<file path="src/sv/c2hkr_pkg.sv">
// c2hkr_pkg: shared types, constants and helpers of the character to keyboard report encoder
// depends on nothing; used by c2hkr_ctrl, c2hkr_dpath and char_to_hid_key_report
package c2hkr_pkg;

   localparam int ASCII_DEPTH_DEF = 128;
   localparam int UTF8_DEPTH_DEF  = 64;
   localparam int EXT_DEPTH_DEF   = 64;
   localparam int KEY_SLOTS_DEF   = 6;

   localparam int MAX_SLOTS  = 6;
   localparam int CODE_BYTES = 4;
   localparam int SCAN_W     = 9;
   localparam int CSR_IDX_W  = 2;

   localparam logic [CSR_IDX_W-1:0] CSR_ASCII_COUNT = 2'd0;
   localparam logic [CSR_IDX_W-1:0] CSR_UTF8_COUNT  = 2'd1;
   localparam logic [CSR_IDX_W-1:0] CSR_EXT_COUNT   = 2'd2;

   typedef enum logic [2:0] {
      OP_LOAD_ASCII = 3'd0,
      OP_LOAD_UTF8  = 3'd1,
      OP_LOAD_EXT   = 3'd2,
      OP_PRESS_CHAR = 3'd3,
      OP_TYPE_CHAR  = 3'd4,
      OP_PRESS_KEY  = 3'd5,
      OP_PRESS_MOD  = 3'd6,
      OP_RELEASE    = 3'd7
   } op_type;

   typedef enum logic [2:0] {
      ST_IDLE,
      ST_DISPATCH,
      ST_ASCII,
      ST_UTF,
      ST_EXT,
      ST_PRESS,
      ST_EMIT,
      ST_RELEASE
   } ctl_state_type;

   typedef struct packed {
      logic accept;
      logic load;
      logic ascii_read;
      logic take_ascii;
      logic take_utf;
      logic take_ext;
      logic take_raw;
      logic scan_clear;
      logic scan_utf;
      logic scan_ext;
      logic press;
      logic or_mods;
      logic release_all;
      logic emit;
      logic emit_last;
   } ctl_cmd_type;

   typedef struct packed {
      op_type op;
      logic   ascii_sel;
      logic   utf_hit;
      logic   utf_done;
      logic   ext_hit;
      logic   ext_done;
      logic   slot_free;
   } dp_status_type;

   // number of leading code bytes that match; zero when the entry does not match
   function automatic logic [2:0] match_len(input logic [31:0] code, input logic [31:0] chr);
      logic [2:0] res;
      logic       stop;
      res  = 3'd0;
      stop = 1'b0;
      for (int j = 0; j < CODE_BYTES; j++) begin
         if (!stop) begin
            if (code[8*j +: 8] == 8'd0) begin
               stop = 1'b1;
            end else if (code[8*j +: 8] == chr[8*j +: 8]) begin
               res = res + 3'd1;
            end else begin
               res  = 3'd0;
               stop = 1'b1;
            end
         end
      end
      return res;
   endfunction

endpackage

</file>
<file path="src/sv/c2hkr_ctrl.sv">
// c2hkr_ctrl: sequencing state machine of the encoder
// depends on c2hkr_pkg; drives the datapath through ctl_cmd_type, reads dp_status_type
module c2hkr_ctrl (
   input  logic                     clock,
   input  logic                     reset,
   input  logic                     start,
   input  c2hkr_pkg::dp_status_type status,
   output logic                     busy,
   output c2hkr_pkg::ctl_cmd_type   cmd
);

   c2hkr_pkg::ctl_state_type state_ff, state_in;
   logic                     is_type;

   assign is_type = (status.op == c2hkr_pkg::OP_TYPE_CHAR);
   assign busy    = (state_ff != c2hkr_pkg::ST_IDLE);

   always_ff @(posedge clock) begin
      if (reset) begin
         state_ff <= c2hkr_pkg::ST_IDLE;
      end else begin
         state_ff <= state_in;
      end
   end

   always_comb begin
      state_in = state_ff;
      cmd      = '0;
      case (state_ff)
         c2hkr_pkg::ST_IDLE: begin
            if (start) begin
               cmd.accept = 1'b1;
               state_in   = c2hkr_pkg::ST_DISPATCH;
            end
         end
         c2hkr_pkg::ST_DISPATCH: begin
            case (status.op)
               c2hkr_pkg::OP_LOAD_ASCII,
               c2hkr_pkg::OP_LOAD_UTF8,
               c2hkr_pkg::OP_LOAD_EXT: begin
                  cmd.load = 1'b1;
                  state_in = c2hkr_pkg::ST_IDLE;
               end
               c2hkr_pkg::OP_PRESS_CHAR,
               c2hkr_pkg::OP_TYPE_CHAR: begin
                  if (status.ascii_sel) begin
                     cmd.ascii_read = 1'b1;
                     state_in       = c2hkr_pkg::ST_ASCII;
                  end else begin
                     cmd.scan_clear = 1'b1;
                     state_in       = c2hkr_pkg::ST_UTF;
                  end
               end
               c2hkr_pkg::OP_PRESS_KEY: begin
                  cmd.take_raw = 1'b1;
                  state_in     = c2hkr_pkg::ST_PRESS;
               end
               c2hkr_pkg::OP_PRESS_MOD: begin
                  cmd.or_mods = 1'b1;
                  state_in    = c2hkr_pkg::ST_EMIT;
               end
               default: begin
                  state_in = c2hkr_pkg::ST_RELEASE;
               end
            endcase
         end
         c2hkr_pkg::ST_ASCII: begin
            cmd.take_ascii = 1'b1;
            state_in       = c2hkr_pkg::ST_PRESS;
         end
         c2hkr_pkg::ST_UTF: begin
            if (status.utf_hit) begin
               cmd.take_utf = 1'b1;
               state_in     = c2hkr_pkg::ST_PRESS;
            end else if (status.utf_done) begin
               cmd.scan_clear = 1'b1;
               state_in       = c2hkr_pkg::ST_EXT;
            end else begin
               cmd.scan_utf = 1'b1;
            end
         end
         c2hkr_pkg::ST_EXT: begin
            if (status.ext_hit) begin
               cmd.take_ext = 1'b1;
               state_in     = c2hkr_pkg::ST_PRESS;
            end else if (status.ext_done) begin
               state_in = is_type ? c2hkr_pkg::ST_RELEASE : c2hkr_pkg::ST_IDLE;
            end else begin
               cmd.scan_ext = 1'b1;
            end
         end
         c2hkr_pkg::ST_PRESS: begin
            if (status.slot_free) begin
               cmd.press = 1'b1;
               state_in  = c2hkr_pkg::ST_EMIT;
            end else begin
               state_in = is_type ? c2hkr_pkg::ST_RELEASE : c2hkr_pkg::ST_IDLE;
            end
         end
         c2hkr_pkg::ST_EMIT: begin
            cmd.emit      = 1'b1;
            cmd.emit_last = !is_type;
            state_in      = is_type ? c2hkr_pkg::ST_RELEASE : c2hkr_pkg::ST_IDLE;
         end
         c2hkr_pkg::ST_RELEASE: begin
            cmd.release_all = 1'b1;
            cmd.emit        = 1'b1;
            cmd.emit_last   = 1'b1;
            state_in        = c2hkr_pkg::ST_IDLE;
         end
         default: begin
            state_in = c2hkr_pkg::ST_IDLE;
         end
      endcase
   end

endmodule

</file>
<file path="config.mk">
export PLATFORM = sky130hd
export DESIGN_NAME = c2hkr_ctrl
export DESIGN_NICKNAME = d
export VERILOG_FILES = /design/src/sv/c2hkr_pkg.sv /design/src/sv/c2hkr_ctrl.sv
export SDC_FILE = /design/constraint.sdc
export NUM_CORES = 1
export LEC_CHECK = 0
export BUFFER_PORTS_ARGS = -buffer_cell sky130_fd_sc_hd__buf_4
export CAP_MARGIN = 20
export CELL_PAD_IN_SITES_DETAIL_PLACEMENT = 1
export CELL_PAD_IN_SITES_GLOBAL_PLACEMENT = 2
export CORE_AREA = 2 2 50 52
export CTS_CLUSTER_DIAMETER = 50
export DETAILED_ROUTE_END_ITERATION = 8
export DIE_AREA = 0 0 52 54
export HOLD_SLACK_MARGIN = 0.1
export PLACE_DENSITY_LB_ADDON = 0.15
export SETUP_SLACK_MARGIN = 0.3
export SLEW_MARGIN = 20
export SYNTH_ARGS = -nofsm -noshare
export SYNTH_HDL_FRONTEND = slang
export SYNTH_SLANG_ARGS = --single-unit
</file>
<file path="constraint.sdc">
create_clock -name clock -period 2.5 [get_ports clock]
set_clock_uncertainty 0.1 [all_clocks]
set_input_delay 0.25 -clock clock [delete_from_list [all_inputs] [get_ports clock]]
set_output_delay 0.25 -clock clock [all_outputs]
set_load 0.03 [all_outputs]
</file>
==> PnR_summary.wiki, run 1 <==
{| class="wikitable"
! Metric !! Value
|-
| Result of the run || finished, final reports clean
|-
| Clock transition at the registers of the reported paths || 0.04 ns
|-
| Count of hold-fix buffers inserted at cts || 0
|-
| Relative max-transition margin || 0.534
|-
| Async S/R FF share, synth || 0
|-
| Per-instance average area after synthesis || about 6.5 um2
|-
| Fraction of synthesized area in multiplexers || 0.0245
|-
| Reg-to-reg critical path endpoint || state_ff[0]$_SDFFE_PP0P_
|-
| Clock network fraction of total power || 0.281
|-
| Final routed DRC violation total || 0
|-
| Full die area || roughly 2800 um2
|-
| Worst-path maximum fanout || 22
|-
| Leading post-synthesis cells by instance count || sky130_fd_sc_hd__nor2_1 (9), sky130_fd_sc_hd__nand2_1 (8), sky130_fd_sc_hd__inv_1 (5)
|-
| Gate count after technology mapping || 63
|-
| Fraction of final layout cells sized beyond drive strength 1 || 0.367
|-
| Largest cells by area after synthesis || sky130_fd_sc_hd__dfxtp_1 (15%), sky130_fd_sc_hd__nor2_1 (8.3%), sky130_fd_sc_hd__nand2_1 (7.3%), sky130_fd_sc_hd__and3_1 (4.6%), sky130_fd_sc_hd__inv_1 (4.6%)
|-
| Routed wl met3 || 90 um
|-
| Number of antenna violations at the first check in global routing || 0
|-
| Global route overflow || 0
|-
| Number of clock buffers inserted by TritonCTS || 3
|-
| Leading area contributor after synthesis || sky130_fd_sc_hd__dfxtp_1
|-
| Post-synthesis share of cell area spent on xor and xnor gates || 0
|-
| Max Slew Vio Count || 0
|-
| PostCTS Resize Cnt || 0
|-
| Top cell type's share of synthesized area || 0.147
|-
| Capturing element type of the critical path || output pin
|-
| Die height || 54 um
|-
| Power density of the placed cells || roughly 440 nW/um2
|-
| Leakage component of the power || 0.333 nW
|-
| Register-to-register path setup slack || between 0.6 and 0.7 ns
|-
| Filler Cell Count || ~300
|-
| Sink count of the clock tree || 3
|-
| Power share of the sequential group || 0.267
|-
| Min-Delay Path Depth || 3
|-
| Most instantiated flip-flop cell in the synthesis netlist || sky130_fd_sc_hd__dfxtp_1
|-
| Starting density of the core || 0.176
|-
| Synthesis-stage register bit count || 3
|-
| 1st-pass router iterations || 3
|-
| Layout area overhead || 61.2%
|-
| Total area of sequential cells || 60.1 um2
|-
| Launch instance of the worst min-delay path || reset
|-
| Fraction of power consumed by combinational cells || 0.452
|-
| Measured slew at the worst slew-check pin || 0.698 ns
|-
| Maxcap violations || 0
|-
| Clock tree from TritonCTS || built
|-
| Ys Warns || 0
|-
| Routed met2 length || approximately 670 um
|-
| Time the final worst path needs with I/O delays and setup || about 2 ns
|-
| Cell Area, Synth || 409 um2
|-
| Net Count, Synth || 75
|-
| Top layer in use || met3
|-
| Post-DRT Antenna Nets || 0
|-
| Library cell used as clock root buffer || sky130_fd_sc_hd__clkbuf_4
|-
| Largest net degree at the start of global routing || 23
|-
| Detailed Route Iter0 Violations || 7
|-
| Simple logic cell fraction of the synthesized area || 0.508
|-
| Diodes inserted || 0
|-
| Largest register FFs || 3
|-
| Post-CTS setup buffer count || 0
|-
| Number of vias per cell || ~4.6
|-
| Number of unique standard cell types used by synthesis || 31
|-
| Port buffer count || 27
|-
| Registers with the most flip-flops || state_ff (3)
|-
| Adder and majority cell fraction of the synthesized area || 0
|-
| Net total in the final layout || 103
|-
| Endpoint arrival time on the critical path || between 1.5 and 2 ns
|-
| Detailed-route wire length per cell || 11.9 um
|-
| Number of global-route vias before repair || 545
|-
| Share of the clock period used by the worst path || 0.807
|-
| Worst Setup Path Type || flop to output pin
|-
| Net Sw Power || between 0.1 and 0.15 mW
|-
| Final hold vios || 0
|-
| Setup repair after global routing missed its margin || no
|-
| Utilization after layout || 0.284
|-
| Sequential area share after synthesis || 0.147
|-
| Core Rows || 18
|-
| Aggregate negative setup slack || 0 ns
|-
| Clk_lat worst skew || 0.23 ns
|-
| Synth Area in Compound Gates || 0.235
|-
| Worst vdd ir || about 0.00014 V
|-
| Area of the multi-input gates || 314 um2
|-
| First element of the critical path || state_ff[2]$_SDFFE_PP0P_
|-
| Cell with the most instances after synthesis || sky130_fd_sc_hd__nor2_1
|-
| Met1 wire length || 669 um
|-
| Combinational family with the most area after synthesis || simple AND/OR/NAND/NOR gates
|-
| Finish-stage setup viols || 0
|-
| Core ar. || 2320 um2
|-
| Fraction of power spent switching nets || 0.408
|-
| Total I/O pin count || 28
|-
| Internal portion of total power || 0.173 mW
|-
| CTS max path bufs || 2
|-
| Source of the worst register-to-register timing path || state_ff[2]$_SDFFE_PP0P_
|-
| WP data required || 2.15 ns
|-
| Biggest register || state_ff
|-
| Vias || 553
|-
| End of the worst hold path || state_ff[2]$_SDFFE_PP0P_
|-
| Total Routed Length || 1430 um
|-
| Detailed placement HPWL || approximately 1100 um
|-
| Global-route wire length before repair || 2390 um
|-
| Die Span X || roughly 52 um
|-
| Hold WC Path Type || input pin to flop
|-
| Element type at the critical path start || flop
|-
| Reg2Reg Depth || 3
|-
| Maximum achievable frequency || a little under 0.5 GHz
|-
| H-tree levels || 1
|-
| GR Util All Layers || 0.109
|-
| Number of synthesized flops with an enable pin || 0
|-
| Last weighted congestion value of the routability-driven placer || 0.683
|}
worst max-delay path by stage:
stage	to	slack (ns)	cells after the start
after floorplan	cmd[13]	0.41	3
after global placement	state_ff[0]$_SDFFE_PP0P_	0.64	3
after detailed placement	state_ff[0]$_SDFFE_PP0P_	0.63	3
after CTS	cmd[6]	0.47	3
after global routing	cmd[6]	0.34	4
final	cmd[6]	0.48	3
logic make-up after synthesis:
group,count (synthesis)
AOI/OAI and AO/OA,13
muxes,1
and+or+nand+nor,37
buffers and inverters,9
DFF,3
metal layers:
layer / global-route usage / vias up
li1: - / 286
met1: 0.138 / 249
met2: 0.198 / 18
met3: 0.00833 / 0
met4: 0.0263 / 0
met5: 0 / -
critical path, cell delays in order (launching register included):
cell,delay (ns)
sky130_fd_sc_hd__dfxtp_1,0.52
sky130_fd_sc_hd__or4_1,0.68
sky130_fd_sc_hd__inv_1,0.08
sky130_fd_sc_hd__buf_4,0.15
layout make-up:
class,count,share of cell area
Clock buffer,4,0.0398
Tap cell,30,0.0569
Timing Repair Buffer,27,0.307
Inverter,5,0.0285
Multi-Input combinational cell,51,0.476
Sequential cell,3,0.0911
power by group through the flow:
stage	clock (mW)	sequential [mW]	combinational, mW
4_1_cts	0.0862	0.0786	0.134
3_5_place_dp	0	0.0791	0.134
2_1_floorplan	0	0.0584	0.0992
5_1_grt	0.0931	0.0816	0.146
6_report	0.0821	0.0780	0.132
3_3_place_gp	0	0.0791	0.133
stage by stage:
step                      worst slack [ns]  power (mW)  hold WS [ns]  instances  area (um2)
after floorplan                      0.406       0.158         0.325         63         409
after global placement               0.644       0.212         0.465        116         633
after detailed placement             0.625       0.213         0.462        116         633
after CTS                            0.465       0.299         0.218        120         659
after global routing                 0.344       0.320         0.228        120         659
final                                0.482       0.292         0.222        120         659
cell usage in the layout, fill, tap and decap left out, drive strengths merged:
cell / instances
mux2i: 1
o21ai: 2
nand3b: 1
or3b: 2
or3: 1
and3b: 1
nand3: 2
nor2: 9
nand2b: 3
a41oi: 1
nand2: 8
buf: 27
nor4b: 1
and3: 3
a221o: 1
o2bb2ai: 1
dfxtp: 3
o32ai: 1
nor3: 1
o31ai: 1
nor3b: 2
a31oi: 2
or4: 1
inv: 5
and4b: 1
clkbuf: 4
a21oi: 1
o211ai: 2
nor4: 1
a32o: 1
Power figures use the tool's default switching activity.
==> inputs of run 2 (changes only) <==
--- a/config.mk
+++ b/config.mk
@@ -9,10 +9,10 @@
 export CAP_MARGIN = 20
 export CELL_PAD_IN_SITES_DETAIL_PLACEMENT = 1
 export CELL_PAD_IN_SITES_GLOBAL_PLACEMENT = 2
-export CORE_AREA = 2 2 50 52
+export CORE_AREA = 2 2 51 53
 export CTS_CLUSTER_DIAMETER = 50
 export DETAILED_ROUTE_END_ITERATION = 8
-export DIE_AREA = 0 0 52 54
+export DIE_AREA = 0 0 53 55
 export HOLD_SLACK_MARGIN = 0.1
 export PLACE_DENSITY_LB_ADDON = 0.15
 export SETUP_SLACK_MARGIN = 0.3
==> constraint.sdc (replaced) <==
create_clock -name clock -period 1.89 [get_ports clock]
set_clock_uncertainty 0.1 [all_clocks]
set_input_delay 0.189 -clock clock [delete_from_list [all_inputs] [get_ports clock]]
set_output_delay 0.189 -clock clock [all_outputs]
set_load 0.03 [all_outputs]
==> run 2 against run 1 <==
  * Routed wire length rose by 15%
  * Register-to-register slack got worse by 0.29 ns
  * Cell area up 31%
  * Combinational power up 120%
  * Core utilization up 8.0 points
  * Critical path depth is 1 higher
  * First-iteration DRC count rose by 14%
  * Global-route usage up 0.74 points
  * Sequential share of layout area fell by 0.84 points
  * Count of clock-buffer cells in the layout stayed put
  * Clock power rose by 43%
==> PnR_summary.wiki, run 2 (synthesized netlist as in run 1, its figures left out) <==
{| class="wikitable"
! Metric !! Value
|-
| Maximum achievable frequency || 0.621 GHz
|-
| Maxcap violations || 0 (unchanged)
|-
| Clock transition at the registers of the reported paths || 0.04 ns (about the same)
|-
| Net total in the final layout || 115 (was 103)
|-
| Most common cell after layout, fill and taps aside || sky130_fd_sc_hd__buf_4 (unchanged)
|-
| WP data required || 1.60 ns (was 2.15 ns)
|-
| Number of global-route vias before repair || 551 (was 545)
|-
| Total I/O pin count || 28 (unchanged)
|-
| Reg2Reg Depth || 4 (was 3)
|-
| Tightest hold margin || 0.146 ns (was 0.222 ns)
|-
| CTS max path bufs || 2 (unchanged)
|-
| Count of hold-fix buffers inserted at cts || 0 (unchanged)
|-
| Global-route wire length before repair || 2570 um (was 2390 um)
|-
| Largest register FFs || 3 (unchanged)
|-
| Detailed placement HPWL || 1140 um (was 1100 um)
|-
| Die height || 55 um (was 54 um)
|-
| Min-Delay Path Depth || 3 (unchanged)
|-
| Diodes inserted || 0 (unchanged)
|-
| Number of clock buffers inserted by TritonCTS || 3 (unchanged)
|-
| Max Slew Vio Count || 0 (unchanged)
|-
| Global route overflow || 0 (unchanged)
|-
| Filler Cell Count || 310 (was 304)
|-
| Clk_lat worst skew || 0.24 ns (was 0.23 ns)
|-
| Sink count of the clock tree || 3 (unchanged)
|-
| Hold WC Path Type || input pin to flop (unchanged)
|-
| Last weighted congestion value of the routability-driven placer || 0.677 (was 0.683)
|-
| Largest net degree at the start of global routing || 19 (was 23)
|-
| Number of antenna violations at the first check in global routing || 0 (unchanged)
|-
| Cells traversed along the worst timing path || buf_6 > or3_4 > nor2_4 > buf_6 (was or4_1 > inv_1 > buf_4)
|-
| Measured slew at the worst slew-check pin || 0.344 ns (was 0.698 ns)
|-
| Relative max-transition margin || 0.769 (was 0.534)
|-
| Biggest register || state_ff (unchanged)
|-
| Power Total || 0.494 mW (was 0.292 mW)
|-
| Port buffer count || 27 (unchanged)
|-
| Core ar. || 2360 um2 (was 2320 um2)
|-
| Core Rows || 18 (unchanged)
|-
| Post-DRT Antenna Nets || 0 (unchanged)
|-
| Worst vdd ir || 0.000200 V (was 0.000138 V)
|-
| Worst Setup Path Type || flop to output pin (unchanged)
|-
| Power density of the placed cells || 573 nW/um2 (was 443 nW/um2)
|-
| Number of vias per cell || 4.62 (was 4.61)
|-
| Result of the run || finished, final reports clean (unchanged)
|-
| Detailed-route wire length per cell || 12.5 um (was 11.9 um)
|-
| Endpoint arrival time on the critical path || 1.32 ns (was 1.67 ns)
|-
| Starting density of the core || 0.173 (was 0.176)
|-
| Final hold vios || 0 (unchanged)
|-
| Layout area overhead || 111% (was 61.2%)
|-
| Library cell used as clock root buffer || sky130_fd_sc_hd__clkbuf_4 (unchanged)
|-
| Leakage component of the power || 0.413 nW (was 0.333 nW)
|-
| Die Span X || 53 um (was 52 um)
|-
| Total area of sequential cells || 71.3 um2 (was 60.1 um2)
|-
| Commonest cells after routing, fill and taps aside || sky130_fd_sc_hd__buf_4 (31), sky130_fd_sc_hd__nand2_1 (8), sky130_fd_sc_hd__buf_6 (6) (was sky130_fd_sc_hd__buf_4 (27), sky130_fd_sc_hd__nor2_1 (9), sky130_fd_sc_hd__nand2_1 (8))
|-
| GR Util All Layers || 0.116 (was 0.109)
|-
| Crit-path max cell delay || 0.38 ns (was 0.68 ns)
|-
| Full die area || 2920 um2 (was 2810 um2)
|-
| Worst-path maximum fanout || 5 (was 22)
|-
| Final routed DRC violation total || 0 (unchanged)
|-
| Total Routed Length || 1650 um (was 1430 um)
|-
| Detailed Route Iter0 Violations || 8 (was 7)
|-
| Element type at the critical path start || flop (unchanged)
|-
| Registers with the most flip-flops || state_ff (3) (unchanged)
|-
| Vias || 610 (was 553)
|-
| Setup repair after global routing missed its margin || yes (was no)
|-
| 1st-pass router iterations || 3 (unchanged)
|-
| Area of the multi-input gates || 368 um2 (was 314 um2)
|-
| Utilization after layout || 0.365 (was 0.284)
|-
| Time the final worst path needs with I/O delays and setup || roughly 1.6 ns
|-
| Fraction of final layout cells sized beyond drive strength 1 || 0.578 (was 0.367)
|-
| Aggregate negative setup slack || 0 ns (unchanged)
|-
| Capturing element type of the critical path || output pin (unchanged)
|-
| Finish-stage setup viols || 0 (unchanged)
|-
| Share of the clock period used by the worst path || 0.852
|-
| Cell with the most instances on the worst path || sky130_fd_sc_hd__buf_6
|-
| H-tree levels || 1 (unchanged)
|-
| Clock tree from TritonCTS || built (unchanged)
|-
| Slowest stage cell on the critical path || sky130_fd_sc_hd__or3_4 (was sky130_fd_sc_hd__or4_1)
|}
-- run 2: cell types whose count changed in the layout (fill, tap and decap cells not counted), moves of 2 or more --
| cell | delta |
|---|---|
| sky130_fd_sc_hd__nor2_4 | +2 |
| sky130_fd_sc_hd__buf_6 | +6 |
| sky130_fd_sc_hd__dfxtp_1 | -3 |
| sky130_fd_sc_hd__nor2_2 | +2 |
| sky130_fd_sc_hd__buf_12 | +2 |
| sky130_fd_sc_hd__nor2_1 | -4 |
| sky130_fd_sc_hd__buf_4 | +4 |
| sky130_fd_sc_hd__dfxtp_4 | +3 |
-- run 2: area by class of cell --
type,instances,area share
inverter,5,0.0218
tap,30,0.0435
sequential,3,0.0827
clock buffer,4,0.0305
multi-input combinational,51,0.427
timing repair buffer,39,0.395
-- run 2: timing repair --
action,4_1_cts,5_1_grt
pin swaps,2,1
endpoints found under the setup margin,12,9
resized for setup,15,9
setup buffers,4,6
-- run 2: stage by stage --
step                instances  setup WS, ns  area [um2]
global placement          118         0.239         671
global route              132         0.232         862
detailed placement        118         0.195         671
finish                    132         0.279         862
CTS                       126         0.266         781
floorplan                  63         0.194         432
-- run 2: path summary, 6_finish.rpt --
| check | end | slack (ns) | from |
|---|---|---|---|
| worst min-delay path | state_ff[2]$_SDFFE_PP0P_ | 0.15 | reset |
| worst min register to register | state_ff[1]$_SDFFE_PP0P_ | 0.62 | state_ff[2]$_SDFFE_PP0P_ |
| worst max-delay path | cmd[14] | 0.28 | state_ff[0]$_SDFFE_PP0P_ |
| worst max register to register | state_ff[0]$_SDFFE_PP0P_ | 0.32 | state_ff[1]$_SDFFE_PP0P_ |
-- run 2: worst max-delay path: cells and delay by family, from the launching register on --
kind | cells | cell delay (ns)
DFF | 1 | 0.36
buffers and inverters | 2 | 0.26
and+or+nand+nor | 2 | 0.47
-- run 2: layer usage --
metal  track usage  wire length, um  vias to the layer above
met2         0.210              830                       16
met3       0.00806               79                        0
met5             0                0                        -
li1              -                -                      309
met1         0.151              740                      285
met4        0.0256                0                        0
-- run 2: power breakdown --
| group | total [mW] | switching, mW | internal [mW] |
|---|---|---|---|
| clock network | 0.117 | 0.0376 | 0.0794 |
| registers | 0.0883 | 0.0144 | 0.0738 |
| logic | 0.289 | 0.144 | 0.144 |
| total | 0.494 | 0.196 | 0.298 |
==> inputs of run 3 (changes only) <==
--- a/config.mk
+++ b/config.mk
@@ -14,7 +14,7 @@
 export DETAILED_ROUTE_END_ITERATION = 8
 export DIE_AREA = 0 0 53 55
 export HOLD_SLACK_MARGIN = 0.1
-export PLACE_DENSITY_LB_ADDON = 0.15
+export PLACE_DENSITY_LB_ADDON = 0.1
 export SETUP_SLACK_MARGIN = 0.3
 export SLEW_MARGIN = 20
 export SYNTH_ARGS = -nofsm -noshare
==> constraint.sdc (replaced) <==
create_clock -name clock -period 1.89 [get_ports clock]
set_clock_uncertainty 0.1 [all_clocks]
set_input_delay 0.2835 -clock clock [delete_from_list [all_inputs] [get_ports clock]]
set_output_delay 0.2835 -clock clock [all_outputs]
set_load 0.03 [all_outputs]
==> run 3 against run 2 <==
  * Setup slack got worse by 0.097 ns
  * Register-to-register slack improved by 0.02 ns
  * Global-route usage up 1.3 points
  * Non-clock buffer count grew 8
  * Sequential power shrank 2.8%
  * Core utilization increased by 6.8 points
  * Fmax decreased by 5.7%
  * Via count increased by 7.5%
  * Sequential cell count is the same
  * Largest power group unchanged
==> PnR_summary.wiki, run 3 (synthesized netlist as in run 1, its figures left out) <==
{| class="wikitable"
! Metric !! Value
|-
| Final hold vios || 0 (unchanged)
|-
| WP data required || 1.51 ns (was 1.60 ns)
|-
| Total I/O pin count || 28 (unchanged)
|-
| Relative max-transition margin || 0.836 (was 0.769)
|-
| Setup repair after global routing missed its margin || yes (unchanged)
|-
| End of the worst hold path || state_ff[1]$_SDFFE_PP0P_ (was state_ff[2]$_SDFFE_PP0P_)
|-
| Clk_lat worst skew || 0.23 ns (was 0.24 ns)
|-
| Post-DP Area || 683 um2 (was 671 um2)
|-
| Fraction of final layout cells sized beyond drive strength 1 || 0.664 (was 0.578)
|-
| Share of the clock period used by the worst path || 0.904 (was 0.852)
|-
| Measured slew at the worst slew-check pin || 0.244 ns (was 0.344 ns)
|-
| Number of vias per cell || 4.69 (was 4.62)
|-
| Full die area || 2920 um2 (unchanged)
|-
| CP top delay family || simple AND/OR/NAND/NOR gates (unchanged)
|-
| Vias || 656 (was 610)
|-
| Hold WC Path Type || input pin to flop (unchanged)
|-
| Reg-to-reg critical path endpoint || state_ff[2]$_SDFFE_PP0P_ (was state_ff[0]$_SDFFE_PP0P_)
|-
| Detailed placement HPWL || 1160 um (was 1140 um)
|-
| Worst vdd ir || 0.000246 V (was 0.000200 V)
|-
| Maxcap violations || 0 (unchanged)
|-
| Endpoint arrival time on the critical path || 1.32 ns (about the same)
|-
| Register-to-register path setup slack || 0.34 ns (was 0.32 ns)
|-
| Clock tree from TritonCTS || built (unchanged)
|-
| Top layer in use || met3 (unchanged)
|-
| Number of clock buffers inserted by TritonCTS || 3 (unchanged)
|-
| Maximum achievable frequency || 0.585 GHz (was 0.621 GHz)
|-
| Detailed Route Iter0 Violations || 3 (was 8)
|-
| Final non-filler cell area || 1020 um2 (was 862 um2)
|-
| Worst Setup Path Type || flop to output pin (unchanged)
|-
| Routed wl met3 || 74 um (was 79 um)
|-
| Most common cell after layout, fill and taps aside || sky130_fd_sc_hd__buf_4 (unchanged)
|-
| Layout area overhead || 150% (was 111%)
|-
| Post-DRT Antenna Nets || 0 (unchanged)
|-
| Reg2Reg Depth || 7 (was 4)
|-
| Worst-path maximum fanout || 4 (was 5)
|-
| Post-route setup slack || 0.182 ns (was 0.279 ns)
|-
| Commonest cells after routing, fill and taps aside || sky130_fd_sc_hd__buf_4 (27), sky130_fd_sc_hd__buf_6 (17), sky130_fd_sc_hd__nand2_1 (7) (was sky130_fd_sc_hd__buf_4 (31), sky130_fd_sc_hd__nand2_1 (8), sky130_fd_sc_hd__buf_6 (6))
|-
| Registers with the most flip-flops || state_ff (3) (unchanged)
|-
| Net total in the final layout || 123 (was 115)
|-
| GR Util All Layers || 0.129 (was 0.116)
|-
| Global route overflow || 0 (unchanged)
|-
| Sink count of the clock tree || 3 (unchanged)
|-
| Cells traversed along the worst timing path || nand2_1 > or4_4 > inv_2 > buf_6 (was buf_6 > or3_4 > nor2_4 > buf_6)
|-
| Source of the worst register-to-register timing path || state_ff[2]$_SDFFE_PP0P_ (was state_ff[1]$_SDFFE_PP0P_)
|-
| Capturing element type of the critical path || output pin (unchanged)
|-
| Global-route wire length before repair || 2780 um (was 2570 um)
|-
| Utilization after layout || 0.432 (was 0.365)
|-
| Clock transition at the registers of the reported paths || 0.04 ns (about the same)
|-
| Aggregate negative setup slack || 0 ns (unchanged)
|-
| Time the final worst path needs with I/O delays and setup || 1.71 ns (was 1.61 ns)
|-
| Starting density of the core || 0.173 (unchanged)
|-
| Routed met2 length || 919 um (was 830 um)
|-
| Detailed-route wire length per cell || 12.5 um (about the same)
|-
| Slowest stage cell on the critical path || sky130_fd_sc_hd__or4_4 (was sky130_fd_sc_hd__or3_4)
|-
| Number of antenna violations at the first check in global routing || 0 (unchanged)
|-
| Finish-stage setup viols || 0 (unchanged)
|-
| Largest net degree at the start of global routing || 9 (was 19)
|-
| Library cell used as clock root buffer || sky130_fd_sc_hd__clkbuf_4 (unchanged)
|-
| Number of global-route vias before repair || 633 (was 551)
|-
| Met1 wire length || 757 um (was 740 um)
|-
| Leakage component of the power || 0.490 nW (was 0.413 nW)
|-
| Element type at the critical path start || flop (unchanged)
|-
| 1st-pass router iterations || 2 (was 3)
|-
| Launch instance of the worst min-delay path || reset (unchanged)
|-
| Max Slew Vio Count || 0 (unchanged)
|-
| Filler Cell Count || 291 (was 310)
|-
| Core ar. || 2360 um2 (unchanged)
|-
| Port buffer count || 27 (unchanged)
|-
| Die Span X || 53 um (unchanged)
|-
| Die height || 55 um (unchanged)
|-
| Power density of the placed cells || 530 nW/um2 (was 573 nW/um2)
|-
| Biggest register || state_ff (unchanged)
|-
| Crit-path max cell delay || 0.46 ns (was 0.38 ns)
|-
| Worst path buffer plus inverter count || 2 (unchanged)
|-
| CTS max path bufs || 2 (unchanged)
|-
| Tightest hold margin || 0.247 ns (was 0.146 ns)
|-
| Core Rows || 18 (unchanged)
|-
| Total Routed Length || 1750 um (was 1650 um)
|-
| H-tree levels || 1 (unchanged)
|-
| Post-Place Setup Slack || 0.151 ns (was 0.195 ns)
|-
| Last weighted congestion value of the routability-driven placer || 0.685 (was 0.677)
|-
| Final routed DRC violation total || 0 (unchanged)
|-
| Min-Delay Path Depth || 4 (was 3)
|-
| Diodes inserted || 0 (unchanged)
|-
| Result of the run || finished, final reports clean (unchanged)
|-
| Largest register FFs || 3 (unchanged)
|}
[run 3: worst max-delay path by stage]
stage	slack (ns)	to	depth (start not counted)	start
3_5_place_dp	0.15	cmd[7]	6	status[6]
6_report	0.18	cmd[6]	4	state_ff[1]$_SDFFE_PP0P_
5_1_grt	0.12	cmd[6]	4	state_ff[1]$_SDFFE_PP0P_
2_1_floorplan	0.1	cmd[10]	3	state_ff[2]$_SDFFE_PP0P_
4_1_cts	0.18	cmd[6]	4	state_ff[0]$_SDFFE_PP0P_
3_3_place_gp	0.13	cmd[7]	6	status[6]
[run 3: worst reg2reg max path, cell delays in order (launching register included)]
cell and delay [ns]:
sky130_fd_sc_hd__dfxtp_4 0.35, sky130_fd_sc_hd__buf_4 0.14, sky130_fd_sc_hd__buf_4 0.15, sky130_fd_sc_hd__buf_4 0.14, sky130_fd_sc_hd__nand2_1 0.06, sky130_fd_sc_hd__o32ai_1 0.07
sky130_fd_sc_hd__a221o_1 0.30, sky130_fd_sc_hd__o2bb2ai_1 0.16
[run 3: power breakdown]
group	internal, mW	switching (mW)
logic	0.178	0.168
registers	0.0739	0.0119
clock network	0.0790	0.0308
total	0.331	0.211
[run 3: cell type report]
class	count	area (um2)	share of cell area
timing repair buffer	47	444	0.435
multi-input combinational	51	424	0.415
sequential	3	71.3	0.0698
tap	30	37.5	0.0367
clock buffer	4	26.3	0.0257
inverter	5	18.8	0.0184
[run 3: metrics by stage]
stage	power (mW)	instances
after floorplan	0.218	63
after global placement	0.307	119
after detailed placement	0.305	119
after CTS	0.505	135
after global routing	0.584	140
final	0.542	140
[run 3: metal layers]
metal,GRT usage,vias up
met5,0,-
met4,0.0256,0
met3,0.0188,0
met2,0.233,17
met1,0.163,310
li1,-,329
[run 3: timing repair]
action | in CTS | in global routing
gates resized for setup | 33 | 19
setup endpoints to repair | 15 | 16
hold buffers | 0 | 0
setup buffers | 11 | 5
cloned | 1 | 0
pin swaps | 5 | 10
